[config.mk]
export PLATFORM = sky130hd
export DESIGN_NAME = mhpq_cell
export DESIGN_NICKNAME = d
export VERILOG_FILES = /design/src/hw/rtl/mhpq_pkg.sv /design/src/hw/rtl/mhpq_cell.sv
export SDC_FILE = /design/constraint.sdc
export NUM_CORES = 1
export LEC_CHECK = 0
export ABC_AREA = 0
export BUFFER_PORTS_ARGS = -buffer_cell sky130_fd_sc_hd__buf_2
export CAP_MARGIN = 20
export CELL_PAD_IN_SITES_DETAIL_PLACEMENT = 1
export CELL_PAD_IN_SITES_GLOBAL_PLACEMENT = 1
export CORE_ASPECT_RATIO = 1.1
export CORE_MARGIN = 1.5
export CORE_UTILIZATION = 51
export CTS_BUF_LIST = sky130_fd_sc_hd__clkbuf_2
export DETAILED_ROUTE_END_ITERATION = 7
export PLACE_DENSITY = 0.88
export RECOVER_POWER = 50
export REMOVE_ABC_BUFFERS = 1
export SLEW_MARGIN = 20
export SYNTH_ARGS = -nofsm -noshare
export SYNTH_HDL_FRONTEND = slang
export SYNTH_SLANG_ARGS = --single-unit
[constraint.sdc]
create_clock -name clk -period 14.3 [get_ports clk]
set_input_delay 0 -clock clk [delete_from_list [all_inputs] [get_ports clk]]
set_output_delay 0 -clock clk [all_outputs]
set_load 0.02 [all_outputs]
[src/hw/rtl/mhpq_pkg.sv]
package mhpq_pkg;

	localparam int DEPTH_DEF     = 64;
	localparam int KEY_WIDTH_DEF = 32;
	localparam int OCC_WIDTH_DEF = $clog2(DEPTH_DEF + 1);

	// Index fields are sized for the largest supported heap of 4096 entries.
	localparam int IDX_MAX_W = 13;
	localparam int LVL_W     = 4;

	localparam int CAP_W = 7;
	localparam logic [CAP_W-1:0] CAP_RESET = 7'd64;

	localparam int STATUS_W = 2;
	localparam logic [STATUS_W-1:0] ST_DONE  = 2'd0;
	localparam logic [STATUS_W-1:0] ST_FULL  = 2'd1;
	localparam logic [STATUS_W-1:0] ST_EMPTY = 2'd2;

	localparam logic CMD_INSERT = 1'b0;
	localparam logic CMD_REMOVE = 1'b1;

	typedef enum logic {
		TOK_INSERT = 1'b0,
		TOK_REMOVE = 1'b1
	} tok_op_t;

	// Token moving down the chain; pos is the in-level position of the parent node.
	typedef struct packed {
		logic                 valid;
		tok_op_t              op;
		logic [IDX_MAX_W-1:0] pos;
	} tok_t;

	// Write from a cell into the level above; pos is the in-level node position there.
	typedef struct packed {
		logic                 valid;
		logic [IDX_MAX_W-1:0] pos;
	} wb_t;

	// Read of one node, used to pick up the last entry of the heap.
	typedef struct packed {
		logic                 valid;
		logic [LVL_W-1:0]     level;
		logic [IDX_MAX_W-1:0] pos;
	} fetch_t;

	function automatic logic [LVL_W-1:0] msb_index(input logic [IDX_MAX_W-1:0] v);
		logic [LVL_W-1:0] r;
		r = '0;
		for (int i = 0; i < IDX_MAX_W; i++) begin
			if (v[i]) begin
				r = LVL_W'(i);
			end
		end
		return r;
	endfunction

endpackage

[src/hw/rtl/mhpq_cell.sv]
module mhpq_cell #(
	parameter int KEY_WIDTH = mhpq_pkg::KEY_WIDTH_DEF,
	parameter int DEPTH     = mhpq_pkg::DEPTH_DEF,
	parameter int LEVEL     = 1,
	parameter int CW        = mhpq_pkg::OCC_WIDTH_DEF
) (
	input  logic                          clk,
	input  logic                          arst_n,
	input  mhpq_pkg::tok_t                tok_in,
	input  logic signed [KEY_WIDTH-1:0]   key_in,
	output mhpq_pkg::tok_t                tok_out,
	output logic signed [KEY_WIDTH-1:0]   key_out,
	input  mhpq_pkg::wb_t                 wb_in,
	input  logic signed [KEY_WIDTH-1:0]   wb_key_in,
	output mhpq_pkg::wb_t                 wb_out,
	output logic signed [KEY_WIDTH-1:0]   wb_key_out,
	input  mhpq_pkg::fetch_t              fetch,
	output logic signed [KEY_WIDTH-1:0]   fetch_key,
	input  logic [CW-1:0]                 count,
	input  logic [CW-1:0]                 path,
	input  logic [mhpq_pkg::LVL_W-1:0]    depth,
	output logic                          done
);

	localparam int IW    = mhpq_pkg::IDX_MAX_W;
	localparam int BASE  = (1 << LEVEL) - 1;
	localparam int FULLN = 1 << LEVEL;
	localparam int NODES = (FULLN < DEPTH - BASE) ? FULLN : (DEPTH - BASE);
	localparam int ROWS  = (NODES + 1) / 2;
	localparam int RAW   = (ROWS > 1) ? $clog2(ROWS) : 1;
	localparam bit LAST  = ((1 << (LEVEL + 1)) - 1) >= DEPTH;

	logic signed [KEY_WIDTH-1:0] mem0 [2**RAW];
	logic signed [KEY_WIDTH-1:0] mem1 [2**RAW];

	logic signed [KEY_WIDTH-1:0] rd0_q, rd1_q, key_s1;
	logic                        fsel_q;
	mhpq_pkg::tok_t              tok_s1, tok_nxt;
	logic signed [KEY_WIDTH-1:0] key_nxt;

	logic                        rd_fetch, rd_en;
	logic [RAW-1:0]              rd_addr;

	logic                        we, whalf;
	logic [RAW-1:0]              wa;
	logic signed [KEY_WIDTH-1:0] wd;
	logic                        own_we, own_half;
	logic signed [KEY_WIDTH-1:0] own_wd;

	logic [mhpq_pkg::LVL_W-1:0]  sh;
	logic [CW-1:0]               path_sh;
	logic                        b_ins, is_end;
	logic signed [KEY_WIDTH-1:0] node_ins, cb;
	logic [IW:0]                 idx0, cnt_ext;
	logic                        v0, v1, gt10, gt0x, gt1x, sel1, swap;

	assign rd_fetch = fetch.valid && (fetch.level == mhpq_pkg::LVL_W'(LEVEL));
	assign rd_en    = tok_in.valid || rd_fetch;
	assign rd_addr  = tok_in.valid ? tok_in.pos[RAW-1:0] : fetch.pos[RAW:1];

	always_ff @(posedge clk) begin
		if (rd_en) begin
			rd0_q <= mem0[rd_addr];
			rd1_q <= mem1[rd_addr];
		end
		if (we && !whalf) begin
			mem0[wa] <= wd;
		end
		if (we && whalf) begin
			mem1[wa] <= wd;
		end
	end

	always_ff @(posedge clk) begin
		if (tok_in.valid) begin
			key_s1 <= key_in;
		end
		if (rd_fetch) begin
			fsel_q <= fetch.pos[0];
		end
		if (tok_nxt.valid) begin
			key_out <= key_nxt;
		end
	end

	always_ff @(posedge clk or negedge arst_n) begin
		if (!arst_n) begin
			tok_s1  <= '0;
			tok_out <= '0;
		end else begin
			tok_s1  <= tok_in;
			tok_out <= tok_nxt;
		end
	end

	assign fetch_key = fsel_q ? rd1_q : rd0_q;

	always_comb begin
		sh       = depth - mhpq_pkg::LVL_W'(LEVEL);
		path_sh  = path >> sh;
		b_ins    = path_sh[0];
		is_end   = (depth == mhpq_pkg::LVL_W'(LEVEL));
		node_ins = b_ins ? rd1_q : rd0_q;

		idx0    = (IW + 1)'(BASE) + {tok_s1.pos, 1'b0};
		cnt_ext = (IW + 1)'(count);
		v0      = idx0 < cnt_ext;
		v1      = (idx0 + 1'b1) < cnt_ext;
		gt10    = rd1_q > rd0_q;
		gt0x    = rd0_q > key_s1;
		gt1x    = rd1_q > key_s1;
		sel1    = v1 && gt10;
		swap    = sel1 ? gt1x : (v0 && gt0x);
		cb      = sel1 ? rd1_q : rd0_q;

		tok_nxt    = '0;
		key_nxt    = key_s1;
		own_we     = 1'b0;
		own_half   = 1'b0;
		own_wd     = key_s1;
		wb_out     = '0;
		wb_key_out = key_s1;
		done       = 1'b0;

		if (tok_s1.valid) begin
			case (tok_s1.op)
				mhpq_pkg::TOK_INSERT: begin
					own_half = b_ins;
					if (is_end) begin
						own_we = 1'b1;
						done   = 1'b1;
					end else begin
						tok_nxt.valid = 1'b1;
						tok_nxt.op    = mhpq_pkg::TOK_INSERT;
						tok_nxt.pos   = {tok_s1.pos[IW-2:0], b_ins};
						if (key_s1 > node_ins) begin
							own_we  = 1'b1;
							key_nxt = node_ins;
						end
					end
				end
				mhpq_pkg::TOK_REMOVE: begin
					wb_out.valid = 1'b1;
					wb_out.pos   = tok_s1.pos;
					if (swap) begin
						wb_key_out = cb;
						if (LAST) begin
							own_we   = 1'b1;
							own_half = sel1;
							done     = 1'b1;
						end else begin
							tok_nxt.valid = 1'b1;
							tok_nxt.op    = mhpq_pkg::TOK_REMOVE;
							tok_nxt.pos   = {tok_s1.pos[IW-2:0], sel1};
						end
					end else begin
						done = 1'b1;
					end
				end
				default: begin
					done = 1'b0;
				end
			endcase
		end

		if (wb_in.valid) begin
			we    = 1'b1;
			whalf = wb_in.pos[0];
			wa    = wb_in.pos[RAW:1];
			wd    = wb_key_in;
		end else begin
			we    = own_we;
			whalf = own_half;
			wa    = tok_s1.pos[RAW-1:0];
			wd    = own_wd;
		end
	end

endmodule

==> results of run 1 <==
[synth_stat cells (all sizes together), types with 23 or more instances]
| master | instances |
|---|---|
| edfxtp | 257 |
| ha | 143 |
| inv | 114 |
| nand2 | 99 |
| a21oi | 94 |
| o21ai | 82 |
| mux2i | 67 |
| mux2 | 65 |
| a32o | 32 |
| dfrtp | 30 |
| nand4 | 29 |
| buf | 23 |
[sequential cells by signal, indices dropped and copies added, names as in the netlist]
signal	cells
key_out	32
fsel_q	1
mem0	64
key_s1	32
tok_s1	15
mem1	64
rd1_q	32
rd0_q	32
tok_out	15
[cell type report]
type	instances	area [sq um]
timing repair buffer	389	2620
clock inverter	24	93.8
antenna	2	5.00
clock buffer	108	541
multi-input combinational	793	6360
fill	3140	10800
inverter	114	428
tap	374	468
sequential	287	8470
[stage by stage]
step | util | instance area [sq um] | hold WS, ns
2_1_floorplan | - | 15200 | -0.296
3_3_place_gp | 0.572 | 17000 | 0.0436
3_5_place_dp | 0.573 | 17000 | 0.0545
4_1_cts | 0.642 | 19100 | 0.00159
5_1_grt | 0.638 | 19000 | 0.0457
6_report | 0.638 | 19000 | 0.0541
[what timing repair did]
item                      CTS  global route
gates resized for setup     0             0
hold buffers              138             0
hold endpoints to repair  353             0
[layer usage]
layer	GRT usage	vias to the layer above	wire length (microns)
met5	0	-	0
met4	0.235	0	3610
met3	0.0810	266	5360
met2	0.638	950	27900
met1	0.423	6542	20600
li1	-	5570	-
[power breakdown]
| group | switching (mW) | internal (mW) | leakage (nW) |
|---|---|---|---|
| clock | 0.393 | 0.201 | 0.496 |
| combinational | 0.276 | 0.166 | 4.87 |
| sequential | 0.0398 | 0.981 | 2.81 |
[logic make-up (layout without fill, tap and decap cells)]
| logic type | Yosys count | in the layout |
|---|---|---|
| flip-flops | 287 | 287 |
| multiplexers | 133 | 133 |
| adder cells (fa/ha/maj) | 143 | 143 |
| buffers and inverters | 159 | 635 |
| XOR/XNOR | 5 | 5 |
| other | 0 | 2 |
| AO/OA/AOI/OAI | 280 | 280 |
| AND/OR/NAND/NOR | 232 | 232 |
[path summary, 6_finish.rpt]
check / slack [ns] / depth (start not counted) / end
max: 8.58 / 20 / key_out[0]
min: 0.05 / 4 / mem0[1][20]
max reg2reg: 9.64 / 11 / key_out[0]
min reg2reg: 0.51 / 1 / rd1_q[31]
max in group asynchronous: 12.63 / 4 / tok_out[8]
min in group asynchronous: 0.66 / 4 / tok_s1[14]
[critical path, delay by kind of cell]
kind	cells	cell delay [ns]
fa+ha+maj	2	0.68
buf+inv	4	1.46
compound gates	6	1.68
mux	4	1.31
simple gates	4	1.22
==> reports/metrics.cfg, run 1 <==
[global_routing]
grt_pass1_vias=14700
groute.usage.overall=0.371
grt_pass1_wl_microns=87000
antenna_found_initial=1
grt_max_degree=65
overflow=0

[timing]
finalSetupViolations=0
setup-tns-final_ns=0
layout_setup_ws_ns=8.58
period_needed_ns=5.72
rsz0062_at_grt=no
worst_pin_slew_ns=4.33
slew_viol_final=204
period_share=0.400
fin_skew_ns=0.0941
slew_headroom=-1.88
hold_viol_final=0
max_freq_mhz=175

[detailed_routing]
num_vias=13300
viasPerCell=6.37
drtIter0Drc=1324
antenna_left=0
routed_wl_microns=57500
routedWlPerCell_microns=27.5
drc=0
drtPass1Iterations=6

[run_status]
outcome=finished with violations
violations=capacitance limit, slew limit

[place]
gp_congestion=0.858
hpwl_microns=32900
place_ws_ns=8.16
port_buffers=234
placed_cells=1819

[die]
rows=66
die_h_microns=186
die_x_microns=169
die_area_sq_um=31400
core_area_sq_um=29700
boundaryPins=257
initial_utilization=0.520

[power_and_ir_drop]
p_per_area_nw_per_um2=108
peakVddDrop_mv=0.0565
p_leak_nw=8.18
finalPower_mw=2.06

[critical_path]
crit_top_cell=mux2i_1
critPathKind=input port to flop
cp_data_arrival_time_ns=6.39
max_stage_delay_ns=0.76
startpoint_type=input port
required_ns=14.96
endpoint_kind=flop
slowest_stage=nor2_4
path_max_fanout=37
r2r-start=rd1_q[5]
startpoint=depth[0]
crit_chain=buf_2 -> inv_1 -> ha_1 -> mux2i_1 -> o21ai_0 -> mux2i_1 -> nor3_1 -> nor3_2 -> buf_4 -> mux2i_1 -> ha_1 -> a21o_1 -> a21o_1 -> a21oi_1 -> nor2_1 -> a211oi_1 -> a21oi_1 -> nor2_4 -> buf_4 -> mux2_2

[cells_and_area]
layout_common_cells=257 x edfxtp_1, 180 x buf_2, 143 x ha_1, 137 x dlygate4sd3_1, 114 x inv_1
drive_above_1_share=0.237
fin_nets=1935
areaGrowthSynthToFinish_pct=22.7
layout_commonest_cell=edfxtp_1
layout.cells.non_filler=2091

[logic_synthesis]
synth_cell_types=70
synth_edf_count=257
synth_top_area_frac=0.499
syn_area_sq_um=15500
synth_warnings=0
synth_xor_xnor_area_share=0.00283
synth.avg_cell_area_sq_um=12.5
synth.yosys.seq_area_share=0.548
synth.area.top_cells=edfxtp_1 50%, ha_1 12%, dfrtp_1 4.9%
synth-simple-area-share=0.0759
synth_top_family_by_area=compound AO/OA/AOI/OAI gates
synthArstFlopShare=0.105
ys.flop_type=edfxtp_1
synth_compound_area_frac=0.120
muxShareOfSynthArea=0.0922
synthCells=1239
synth-adder-area-share=0.116
yosys.area.top_type=edfxtp_1
ys_ff_latch=287

[clock_tree]
cts-htree-levels=3
clock_path_buffers=3
path_clk_slew_ns=0.11
cts_setup_buffers=0
clkSinkCount=287
tritoncts=built
numCtsBuffers=76
root_buffer=clkbuf_2
insertion_delay_ns=0.97

[hold_path]
hold_class=input port to flop
hold_start=wb_key_in[20]

[flow_run]
drv_cap=5

(Power assumes the default switching activity.)
==> run 2, diff against run 1 <==
CORE_UTILIZATION = 43   (was 51)
PLACE_DENSITY = 0.79   (was 0.88)
clock period = 5 ns   (was 14.3 ns; I/O delays follow)
==> run 2 against run 1 <==
The flow still finishes with violations (capacitance limit, slew limit). Total power rose to 2.9 times the previous value. Wire length down 8.9%. Sequential cell count unchanged. Non-clock buffer count up 38. Final area up 3.8%. Clock skew up 0.033 ns. Via count down 4.7%. Cell count up 7.5%. Critical endpoint is now wb_key_out[7]. Highest routed layer unchanged.
==> reports/metrics.cfg, run 2 (synthesis results as in run 1) <==
[hold_path]
hold_path_end=key_out[19]
hold_start=depth[2]
holdPathStages=7  ; +3
hold_class=input port to flop

[cells_and_area]
reg_top3=mem0 x64, mem1 x64
layout_common_cells=257 x edfxtp_1, 182 x buf_2, 165 x dlygate4sd3_1, 143 x ha_1, 114 x inv_1
nFillCells=3878  ; +24%
drive_above_1_share=0.244  ; +0.00645
fin_util=0.558  ; -0.0806
areaGrowthSynthToFinish_pct=27.4
layout_commonest_cell=edfxtp_1
fin_nets=1975  ; +2.1%

[clock_tree]
clock_path_buffers=3  ; unchanged
cts-htree-levels=3  ; unchanged
numCtsBuffers=78  ; +2.6%
path_clk_slew_ns=0.15  ; +0.04 ns
tritoncts=built
clkSinkCount=287  ; unchanged
insertion_delay_ns=0.97  ; about the same
root_buffer=clkbuf_2

[detailed_routing]
num_vias=12700  ; -4.7%
drtIter0Drc=683  ; -48%
routed_wl_microns=52400  ; -8.9%
drtPass1Iterations=5  ; -1
antenna_left=0  ; unchanged
routedWlPerCell_microns=23.3  ; -15%
viasPerCell=5.65  ; -11%
drc=0  ; unchanged

[power_and_ir_drop]
p_leak_nw=8.45  ; +3.3%
peakVddDrop_mv=0.253  ; +350%
p_per_area_nw_per_um2=305  ; +180%
finalPower_mw=6.01  ; +190%

[die]
die_h_microns=202  ; +8.8%
boundaryPins=257  ; unchanged
die_x_microns=184  ; +8.7%
initial_utilization=0.438  ; -0.0823
rows=72  ; +9.1%
core_area_sq_um=35300  ; +19%
die_area_sq_um=37100  ; +18%

[flow_run]
drv_cap=4  ; -1

[timing]
rsz0062_at_grt=no
fin_skew_ns=0.127  ; +0.0325 ns
slew_headroom=-1.00  ; +0.881
finalSetupViolations=0  ; unchanged
period_share=0.944
max_freq_mhz=212
setup-tns-final_ns=0  ; unchanged
slew_viol_final=153  ; -25%
period_needed_ns=4.72
hold_viol_final=0  ; unchanged
worst_pin_slew_ns=3.00  ; -1.32 ns

[critical_path]
critPathKind=flop to output pin
endpoint_kind=output pin
r2r-start=rd1_q[1]
startpoint_type=flop
timing.rr.end=mem0[1][3]
reg2reg_depth=12  ; +1
reg2reg_slack_ns=0.76  ; -8.88 ns
required_ns=5.00  ; -9.96 ns
cp_data_arrival_time_ns=4.72  ; -1.67 ns
path_max_fanout=44  ; +19%

[place]
port_buffers=234  ; unchanged
gp_congestion=0.854  ; -0.56%
hpwl_microns=33800  ; +2.9%

[global_routing]
grt_max_degree=65  ; unchanged
groute.usage.overall=0.284  ; -0.0876
overflow=0  ; unchanged
grt_pass1_wl_microns=79300  ; -8.8%
antenna_found_initial=3  ; +2
grt_pass1_vias=14000  ; -5.0%

[run_status]
outcome=finished with violations
violations=capacitance limit, slew limit

-- run 2: worst max-delay path: stages, from the launching register on --
cell      delay [ns]
edfxtp_1        0.46
inv_1           0.15
ha_1            0.33
nand4_1         0.15
or3_1           0.48
nor4_2          0.46
o31ai_1         0.16
and3_1          0.21
o21a_1          0.24
a21oi_4         0.19
buf_6           0.49
a21oi_1         0.21
buf_2           0.20
-- run 2: how the worst max path moves through the flow --
stage                    start       endpoint  slack (ns)  depth (start not counted)
floorplan             depth[0]     mem1[0][0]       -4.30                         17
global placement      depth[0]     key_out[9]        0.08                         19
detailed placement    depth[0]    key_out[21]       -0.02                         20
CTS                 key_s1[31]  wb_key_out[7]       0.006                         12
global route          depth[0]    mem0[1][29]        0.05                         21
finish              key_s1[29]  wb_key_out[7]        0.28                         12
-- run 2: area by class of cell --
type,instances,area (sq um),area share
antenna,3,7.51,0.000381
multi-input combinational,793,6370,0.323
clock inverter,35,246,0.0125
inverter,114,428,0.0217
timing repair buffer,427,3030,0.154
tap,481,602,0.0306
sequential,287,8470,0.430
clock buffer,108,541,0.0274
-- run 2: timing repair --
item	in CTS	in global routing
endpoints found under the hold margin	412	0
resized for setup	0	1
hold buffers	166	0
endpoints found under the setup margin	0	26
buffers inserted	0	0
-- run 2: routing by layer --
metal	share of wire	vias up	routed length [microns]	global-route usage
li1	-	5674	-	-
met1	0.40	6347	20900	0.339
met2	0.49	534	25900	0.485
met3	0.065	140	3400	0.0535
met4	0.043	0	2260	0.149
met5	0	-	0	0
-- run 2: stage by stage --
step | hold slack (ns) | std cells | setup slack (ns) | cell area [sq um]
after floorplan | -0.296 | 1194 | -4.30 | 15200
after global placement | 0.0564 | 1936 | 0.0779 | 17300
after detailed placement | 0.0641 | 1936 | -0.0230 | 17300
after CTS | 0.00680 | 2245 | 0.00628 | 19800
after global routing | 0.0431 | 2247 | 0.0547 | 19700
final | 0.0756 | 2248 | 0.279 | 19700
-- run 2: where the power goes --
part | switching, mW | leakage [nW] | internal, mW
Sequential | 0.109 | 2.81 | 2.80
Clock | 1.07 | 0.578 | 0.800
Combinational | 0.732 | 5.06 | 0.497
Total | 1.91 | 8.45 | 4.10
